File: config.mk
export PLATFORM = sky130hd
export DESIGN_NAME = clock_time_setting_controller
export DESIGN_NICKNAME = d
export VERILOG_FILES = /design/src/design/ctsc_pkg.sv /design/src/design/clock_time_setting_controller.sv /design/src/design/ctsc_debounce.sv
export SDC_FILE = /design/constraint.sdc
export NUM_CORES = 1
export LEC_CHECK = 0
export BUFFER_PORTS_ARGS = -buffer_cell sky130_fd_sc_hd__buf_4
export CELL_PAD_IN_SITES_DETAIL_PLACEMENT = 1
export CELL_PAD_IN_SITES_GLOBAL_PLACEMENT = 1
export CORE_MARGIN = 2
export CORE_UTILIZATION = 40
export CTS_CLUSTER_DIAMETER = 60
export DETAILED_ROUTE_END_ITERATION = 7
export GPL_ROUTABILITY_DRIVEN = 0
export PLACE_DENSITY = 0.74
export SYNTH_ARGS = -nofsm -noshare
export SYNTH_HDL_FRONTEND = slang
export SYNTH_SLANG_ARGS = --single-unit
File: constraint.sdc
create_clock -name clk_i -period 28 [get_ports clk_i]
set_input_delay 0 -clock clk_i [delete_from_list [all_inputs] [get_ports clk_i]]
set_output_delay 0 -clock clk_i [all_outputs]
set_load 0.01 [all_outputs]
File: src/design/ctsc_pkg.sv
// ----------------------------------------------------------------------------
// ctsc_pkg
// shared types, constants and tube code table for the clock time setter
// ----------------------------------------------------------------------------
`default_nettype none

package ctsc_pkg;

  // register reset and blink timing
  localparam logic [15:0] DEBOUNCE_RESET = 16'd100;
  localparam int unsigned BLINK_PERIOD   = 250;
  localparam int unsigned BLINK_W        = (BLINK_PERIOD > 1) ? $clog2(BLINK_PERIOD) : 1;
  localparam logic [BLINK_W-1:0] BLINK_LAST = BLINK_W'(BLINK_PERIOD - 1);

  // digit positions while setting
  localparam logic [1:0] DIG_HOURS_TENS   = 2'd0;
  localparam logic [1:0] DIG_HOURS_UNITS  = 2'd1;
  localparam logic [1:0] DIG_MINUTES_TENS = 2'd2;
  localparam logic [1:0] DIG_MINUTES_UNITS = 2'd3;

  // step limits per digit
  localparam logic [3:0] LIMIT_HOURS_TENS   = 4'd3;
  localparam logic [3:0] LIMIT_HOURS_UNITS2 = 4'd5;
  localparam logic [3:0] LIMIT_MINUTES_TENS = 4'd6;
  localparam logic [3:0] LIMIT_DECIMAL      = 4'd10;

  // nibble value that blanks a tube
  localparam logic [3:0] DIGIT_BLANK = 4'd10;
  localparam logic [3:0] TUBE_OFF    = 4'd15;

  typedef struct packed {
    logic       ms_tick;
    logic       left_level;
    logic       right_level;
    logic [7:0] chip_hours_bcd;
    logic [7:0] chip_minutes_bcd;
  } ctsc_in_t;

  typedef struct packed {
    logic [3:0] tube_one_code;
    logic [3:0] tube_two_code;
    logic [3:0] tube_three_code;
    logic [3:0] tube_four_code;
    logic       setting_mode;
    logic       chip_write;
    logic [7:0] write_hours_bcd;
    logic [7:0] write_minutes_bcd;
  } ctsc_out_t;

  // digit to tube pin code, anything above nine is off
  function automatic logic [3:0] tube_code(input logic [3:0] digit);
    logic [3:0] code;
    case (digit)
      4'd0: code = 4'd6;
      4'd1: code = 4'd4;
      4'd2: code = 4'd5;
      4'd3: code = 4'd1;
      4'd4: code = 4'd0;
      4'd5: code = 4'd9;
      4'd6: code = 4'd8;
      4'd7: code = 4'd2;
      4'd8: code = 4'd3;
      4'd9: code = 4'd7;
      default: code = TUBE_OFF;
    endcase
    return code;
  endfunction

  // (digit + 1) mod limit, limit at least 3 so five subtract steps suffice
  function automatic logic [3:0] digit_step(input logic [3:0] digit,
                                            input logic [3:0] limit);
    logic [4:0] v;
    v = {1'b0, digit} + 5'd1;
    for (int i = 0; i < 5; i++) begin
      if (v >= {1'b0, limit}) begin
        v = v - {1'b0, limit};
      end
    end
    return v[3:0];
  endfunction

endpackage

`default_nettype wire

File: src/design/clock_time_setting_controller.sv
// ----------------------------------------------------------------------------
// clock_time_setting_controller
// button driven time setter and tube code driver for a four tube clock
// ----------------------------------------------------------------------------
// usage:
// - one item per pass: ms tick, raw left/right button levels, chip time (bcd)
// - cfg channel writes debounce_ms (reset 100), always ready, write when idle
// - each item gives exactly one result: four tube codes, setting flag and an
//   optional chip write request with the edited bcd hours and minutes
// - timing: the result shows on out_valid_o in the cycle after the item is
//   accepted; throughput is one item per cycle while results are taken, set by
//   the single result register stage
// - stall: when out_ready_i is low the result holds in the output register
//   and in_ready_o drops only while that register is full and not taken
// - reset: running mode, buttons released, debounce timers and blink phase
//   cleared, output register empty
// ----------------------------------------------------------------------------
`default_nettype none

module clock_time_setting_controller (
  input  wire logic                clk_i,
  input  wire logic                rst_ni,
  // config write
  input  wire logic                cfg_valid_i,
  output logic                     cfg_ready_o,
  input  wire logic [15:0]         cfg_data_i,
  // input items
  input  wire logic                in_valid_i,
  output logic                     in_ready_o,
  input  wire ctsc_pkg::ctsc_in_t  in_data_i,
  // result items
  output logic                     out_valid_o,
  input  wire logic                out_ready_i,
  output ctsc_pkg::ctsc_out_t      out_data_o
);
  import ctsc_pkg::*;

  logic              accept;
  logic [15:0]       debounce_ms_q;
  logic              left_up, right_up;

  // mode and edit state
  logic              running_q, running_d;
  logic [1:0]        digit_q, digit_d;
  logic [7:0]        edit_hours_q, edit_hours_d;
  logic [7:0]        edit_minutes_q, edit_minutes_d;

  // blink phase: elapsed ms since setting started, split into period and parity
  logic [31:0]       blink_ms_q, blink_ms_d;
  logic [BLINK_W-1:0] blink_rem_q, blink_rem_d;
  logic              blink_odd_q, blink_odd_d;

  logic [3:0]        d [4];
  logic [3:0]        limit;
  logic [3:0]        stepped;
  logic              entering;
  ctsc_out_t         res;

  logic              out_valid_q;
  ctsc_out_t         out_data_q;

  assign cfg_ready_o = 1'b1;
  assign in_ready_o  = ~out_valid_q | out_ready_i;
  assign accept      = in_valid_i & in_ready_o;

  always_ff @(posedge clk_i or negedge rst_ni) begin
    if (!rst_ni) begin
      debounce_ms_q <= DEBOUNCE_RESET;
    end else if (cfg_valid_i) begin
      debounce_ms_q <= cfg_data_i;
    end
  end

  ctsc_debounce u_left (
    .clk_i         (clk_i),
    .rst_ni        (rst_ni),
    .step_i        (accept),
    .tick_i        (in_data_i.ms_tick),
    .level_i       (in_data_i.left_level),
    .debounce_ms_i (debounce_ms_q),
    .release_o     (left_up)
  );

  ctsc_debounce u_right (
    .clk_i         (clk_i),
    .rst_ni        (rst_ni),
    .step_i        (accept),
    .tick_i        (in_data_i.ms_tick),
    .level_i       (in_data_i.right_level),
    .debounce_ms_i (debounce_ms_q),
    .release_o     (right_up)
  );

  always_comb begin
    running_d      = running_q;
    digit_d        = digit_q;
    edit_hours_d   = edit_hours_q;
    edit_minutes_d = edit_minutes_q;
    entering       = 1'b0;
    limit          = LIMIT_DECIMAL;
    stepped        = '0;
    res            = '0;

    // running shows the chip time, setting shows the edit copy
    if (running_q) begin
      edit_hours_d   = in_data_i.chip_hours_bcd;
      edit_minutes_d = in_data_i.chip_minutes_bcd;
    end
    d[0] = edit_hours_d[7:4];
    d[1] = edit_hours_d[3:0];
    d[2] = edit_minutes_d[7:4];
    d[3] = edit_minutes_d[3:0];

    if (running_q) begin
      // any release enters setting at the hours tens digit
      if (left_up | right_up) begin
        running_d = 1'b0;
        digit_d   = DIG_HOURS_TENS;
        entering  = 1'b1;
      end
    end else begin
      if (left_up) begin
        if (digit_q != DIG_MINUTES_UNITS) begin
          digit_d = digit_q + 2'd1;
        end else begin
          // last digit done: write the edited time
          res.chip_write        = 1'b1;
          res.write_hours_bcd   = edit_hours_q;
          res.write_minutes_bcd = edit_minutes_q;
          running_d             = 1'b1;
        end
      end else if (right_up) begin
        if (digit_q == DIG_HOURS_TENS) begin
          limit = LIMIT_HOURS_TENS;
        end else if (digit_q == DIG_HOURS_UNITS && d[0] == 4'd2) begin
          limit = LIMIT_HOURS_UNITS2;
        end else if (digit_q == DIG_MINUTES_TENS) begin
          limit = LIMIT_MINUTES_TENS;
        end
        stepped    = digit_step(d[digit_q], limit);
        d[digit_q] = stepped;
      end
      edit_hours_d   = {d[0], d[1]};
      edit_minutes_d = {d[2], d[3]};
    end

    // blink phase follows the ms tick, restarts when setting begins
    blink_ms_d  = blink_ms_q;
    blink_rem_d = blink_rem_q;
    blink_odd_d = blink_odd_q;
    if (entering) begin
      blink_ms_d  = '0;
      blink_rem_d = '0;
      blink_odd_d = 1'b0;
    end else if (in_data_i.ms_tick) begin
      blink_ms_d = blink_ms_q + 32'd1;
      if (blink_ms_q == '1) begin
        // elapsed count wrapped to zero, so the phase restarts too
        blink_rem_d = '0;
        blink_odd_d = 1'b0;
      end else if (blink_rem_q == BLINK_LAST) begin
        blink_rem_d = '0;
        blink_odd_d = ~blink_odd_q;
      end else begin
        blink_rem_d = blink_rem_q + BLINK_W'(1);
      end
    end

    // blank the digit being set in odd blink periods
    if (!running_q && blink_odd_d) begin
      d[digit_q] = DIGIT_BLANK;
    end

    res.tube_one_code   = tube_code(d[0]);
    res.tube_two_code   = tube_code(d[1]);
    res.tube_three_code = tube_code(d[2]);
    res.tube_four_code  = tube_code(d[3]);
    res.setting_mode    = ~running_d;
  end

  always_ff @(posedge clk_i or negedge rst_ni) begin
    if (!rst_ni) begin
      running_q      <= 1'b1;
      digit_q        <= DIG_HOURS_TENS;
      edit_hours_q   <= '0;
      edit_minutes_q <= '0;
      blink_ms_q     <= '0;
      blink_rem_q    <= '0;
      blink_odd_q    <= 1'b0;
    end else if (accept) begin
      running_q      <= running_d;
      digit_q        <= digit_d;
      edit_hours_q   <= edit_hours_d;
      edit_minutes_q <= edit_minutes_d;
      blink_ms_q     <= blink_ms_d;
      blink_rem_q    <= blink_rem_d;
      blink_odd_q    <= blink_odd_d;
    end
  end

  // result register, holds while the receiver stalls
  always_ff @(posedge clk_i or negedge rst_ni) begin
    if (!rst_ni) begin
      out_valid_q <= 1'b0;
    end else if (in_ready_o) begin
      out_valid_q <= in_valid_i;
    end
  end

  always_ff @(posedge clk_i) begin
    if (accept) begin
      out_data_q <= res;
    end
  end

  assign out_valid_o = out_valid_q;
  assign out_data_o  = out_data_q;

endmodule

`default_nettype wire

File: src/design/ctsc_debounce.sv
// ----------------------------------------------------------------------------
// ctsc_debounce
// button debouncer with release detect, timed in millisecond ticks
// ----------------------------------------------------------------------------
`default_nettype none

module ctsc_debounce (
  input  wire logic        clk_i,
  input  wire logic        rst_ni,
  input  wire logic        step_i,
  input  wire logic        tick_i,
  input  wire logic        level_i,
  input  wire logic [15:0] debounce_ms_i,
  output logic             release_o
);
  import ctsc_pkg::*;

  logic        now_q, now_d;
  logic [31:0] elapsed_q, elapsed_d;
  logic [31:0] elapsed_inc;

  always_comb begin
    // ms since last accepted change, wraps like the free running count
    elapsed_inc = elapsed_q + {31'd0, tick_i};
    now_d       = now_q;
    elapsed_d   = elapsed_inc;
    if (elapsed_inc >= {16'd0, debounce_ms_i}) begin
      now_d = level_i;
      if (level_i != now_q) begin
        elapsed_d = '0;
      end
    end
  end

  assign release_o = now_q & ~now_d;

  always_ff @(posedge clk_i or negedge rst_ni) begin
    if (!rst_ni) begin
      now_q     <= 1'b0;
      elapsed_q <= '0;
    end else if (step_i) begin
      now_q     <= now_d;
      elapsed_q <= elapsed_d;
    end
  end

endmodule

`default_nettype wire

==> qor.yml <==
run_status:
  status: "complete, no violations"
critical_path:
  path_class: "register to register"
  end_kind: "register"
  worst-endpoint-arrival_ns: 12.47
  worstPathMaxFanout: 32
  cpMostUsedCell: "ha_1"
  cp-start-kind: "register"
  required_ns: 28.27
  crit_path_top_delay_cell: "dfstp_2"
  critPathMaxStageDelay_ns: 1.02
  r2r_slack_ns: 15.80
place:
  place_hpwl_um: 25900
  port_buffers: 75
  dpl.cell_count: 1832
global_routing:
  grt_start_max_net_pins: 77
  antenna_found_initial: 0
  grt_pass1_wl_um: 62740
  grt_pass1_vias: 11816
  grt_overflow: 0
  groute.usage.overall: 0.2349
pwr:
  pwr-share-comb: 0.555
  power_leakage_nw: 6.311
  pwr-share-clk: 0.193
  p_int_mw: 0.7426
  switching_share: 0.4423
  cellPowerDensity_nw_per_um2: 90.54
  seq_power_share: 0.252
  irDropWorstVdd_mv: 0.08311
  switching_power_mw: 0.5889
die:
  row_count: 64
  start_util: 0.4086
  ios: 77
  die_x_um: 181.2
  design.core.area_um2: 30750
  dieArea_um2: 32840
  die_h_um: 181.2
cts:
  cts.clk_slew.worst_paths_ns: 0.07
  clk_path_buf_depth: 2
  cts-buffers-inserted: 17
  cts_tree: "yes"
  clk_latency_ns: 0.45
  post_cts_buffers: 0
  h-tree-depth: 4
  cts_root_buf: "clkbuf_16"
  cts.sinks: 177
synth:
  ys_types: 94
  syn-num-nets: 1528
  synth-main-ff-cell: "dfrtp_1"
  synth-seq-cells: 177
  async_reset_ff_frac: 0.8079
  syn_inst: 1404
  yosys_warnings: 0
  synth_area_per_cell_um2: 8.948
  synth_enable_flop_cells: 34
  synth-seq-area-share: 0.3665
  synth_area_um2: 12560
layout:
  final_cell_mix: "158 x nand2_1, 139 x dfrtp_1, 129 x o21ai_0"
  fillers: 3643
  area_growth_pct: 17.05
  finalNonFillerCells: 1920
  drive_above_1_share: 0.1220
  num_antenna_cells: 0
  final_common_cell: "nand2_1"
  nNetsFinal: 1635
  post-route-util: 0.4782
min_path:
  hold_path_class: "input port to register"
run:
  maxCapViolations: 0
detailed_routing:
  detail_route.wl_per_cell_um: 19.73
  met2_length_um: 18130
  wirelength_um: 37880
  vias_per_cell: 5.884
  ant_nets: 0
  drt_first_pass_iters: 5
  drt-initial-drc-count: 578
  wl_met1_um: 17680
  routed-wl-met3_um: 1169
  maxUsedRoutingLayer: "met4"
  remaining_drc_errors: 0
  vias: 11297
sta:
  setup_violations: 0
  tightestPinTransition_ns: 1.035
  tns_ns: 0
  clock_skew_ns: 0.02301
  fin_crit_sh: 0.4357
  fmaxAchievable_mhz: 81.96
  period_needed_ns: 12.20
  grt_setup_unrepaired: "no"
  relSlewSlack: 0.3100
  maxSlewViolCount: 0
  hold_violations: 0
## final timing paths
path                                      from                    end  depth (start not counted)
worst max-delay path                 running_q         out_data_o[24]                         42
worst min-delay path              in_data_i[4]      edit_minutes_q[4]                          4
worst max register to register       running_q         out_data_o[24]                         42
worst min register to register  blink_ms_q[18]         blink_ms_q[18]                          1
max in group asynchronous               rst_ni  u_right.elapsed_q[12]                          3
min in group asynchronous               rst_ni       debounce_ms_q[4]                          2
## flip-flops by register name, summed over array words and instances (netlist names)
name and count:
running_q 1, edit_minutes_q 8, blink_odd_q 1, u_right.now_q 1
out_valid_o 1, blink_ms_q 32, u_left.now_q 1, u_left.elapsed_q 32
debounce_ms_q 16, out_data_o 34, digit_q 2, u_right.elapsed_q 32
blink_rem_q 8, edit_hours_q 8
## per-stage QoR
| stage | area [µm²] | worst slack [ns] | hold slack [ns] | total power [mW] |
|---|---|---|---|---|
| 6_report | 14710 | 15.80 | 0.03633 | 1.331 |
| 5_1_grt | 14710 | 14.99 | 0.05629 | 1.425 |
| 4_1_cts | 14710 | 15.81 | 0.02522 | 1.328 |
| 3_5_place_dp | 13520 | 15.83 | 0.05166 | 1.058 |
| 3_3_place_gp | 13520 | 16.34 | 0.04239 | 1.036 |
| 2_1_floorplan | 12560 | 17.16 | -0.2956 | 0.8690 |
## power groups by stage
stage | sequential (mW) | combinational, mW | clock [mW]
CTS | 0.335 | 0.731 | 0.262
finish | 0.335 | 0.739 | 0.257
floorplan | 0.329 | 0.540 | 0
global placement | 0.338 | 0.697 | 0
detailed placement | 0.340 | 0.718 | 0
global route | 0.340 | 0.812 | 0.273
## worst max-delay path: cells and delay by family (launching register included)
family	cells	cell delay, ns
fa+ha+maj	8	2.54
buf+inv	2	0.16
compound gates	14	3.46
flops	1	1.02
simple gates	10	2.13
xor+xnor	1	0.23
mux	7	2.48
## repair_timing
| action | in CTS | in global routing |
|---|---|---|
| hold buffers | 56 | 0 |
| resized for setup | 0 | 0 |
| hold endpoints to repair | 96 | 0 |
## routing by layer
metal | vias up | GRT usage
met5 | - | 0
met4 | 0 | 0.07415
met3 | 60 | 0.03165
met2 | 186 | 0.3963
met1 | 5674 | 0.3124
li1 | 5377 | -
## cell usage after synthesis (19+ instances only)
master	count	share of area
nor2_1	93	0.028
and2_1	31	0.015
edfxtp_1	34	0.081
inv_1	55	0.016
ha_1	84	0.084
mux2_2	19	0.017
o21ai_0	129	0.051
and3_1	38	0.019
xnor2_1	35	0.024
nor3_1	31	0.012
a22o_1	32	0.022
xor2_1	23	0.016
o31ai_1	22	0.013
dfrtp_1	139	0.28
nand2_1	159	0.048
mux2i_1	26	0.021
clkbuf_1	48	0.014
a21oi_1	70	0.028
nand3_1	63	0.025
a21o_1	22	0.013
## layout make-up
cell class	instances	area, µm²	area share
multi-input combinational	1116	7556	0.5138
sequential	177	4604	0.3131
timing repair buffer	142	1210	0.08228
clock buffer	21	514.2	0.03497
tap	396	495.5	0.03369
inverter	57	214.0	0.01455
clock inverter	11	111.4	0.007573
## cells by family after synthesis
group / after synthesis / synth area share
flops: 177 / 0.3665
buf+inv: 111 / 0.03416
other cells: 1 / 0.0002985
simple gates: 514 / 0.2022
fa+ha+maj: 85 / 0.08445
xor+xnor: 58 / 0.04043
compound gates: 405 / 0.2206
mux: 53 / 0.05139
Power figures use the tool's default switching activity.
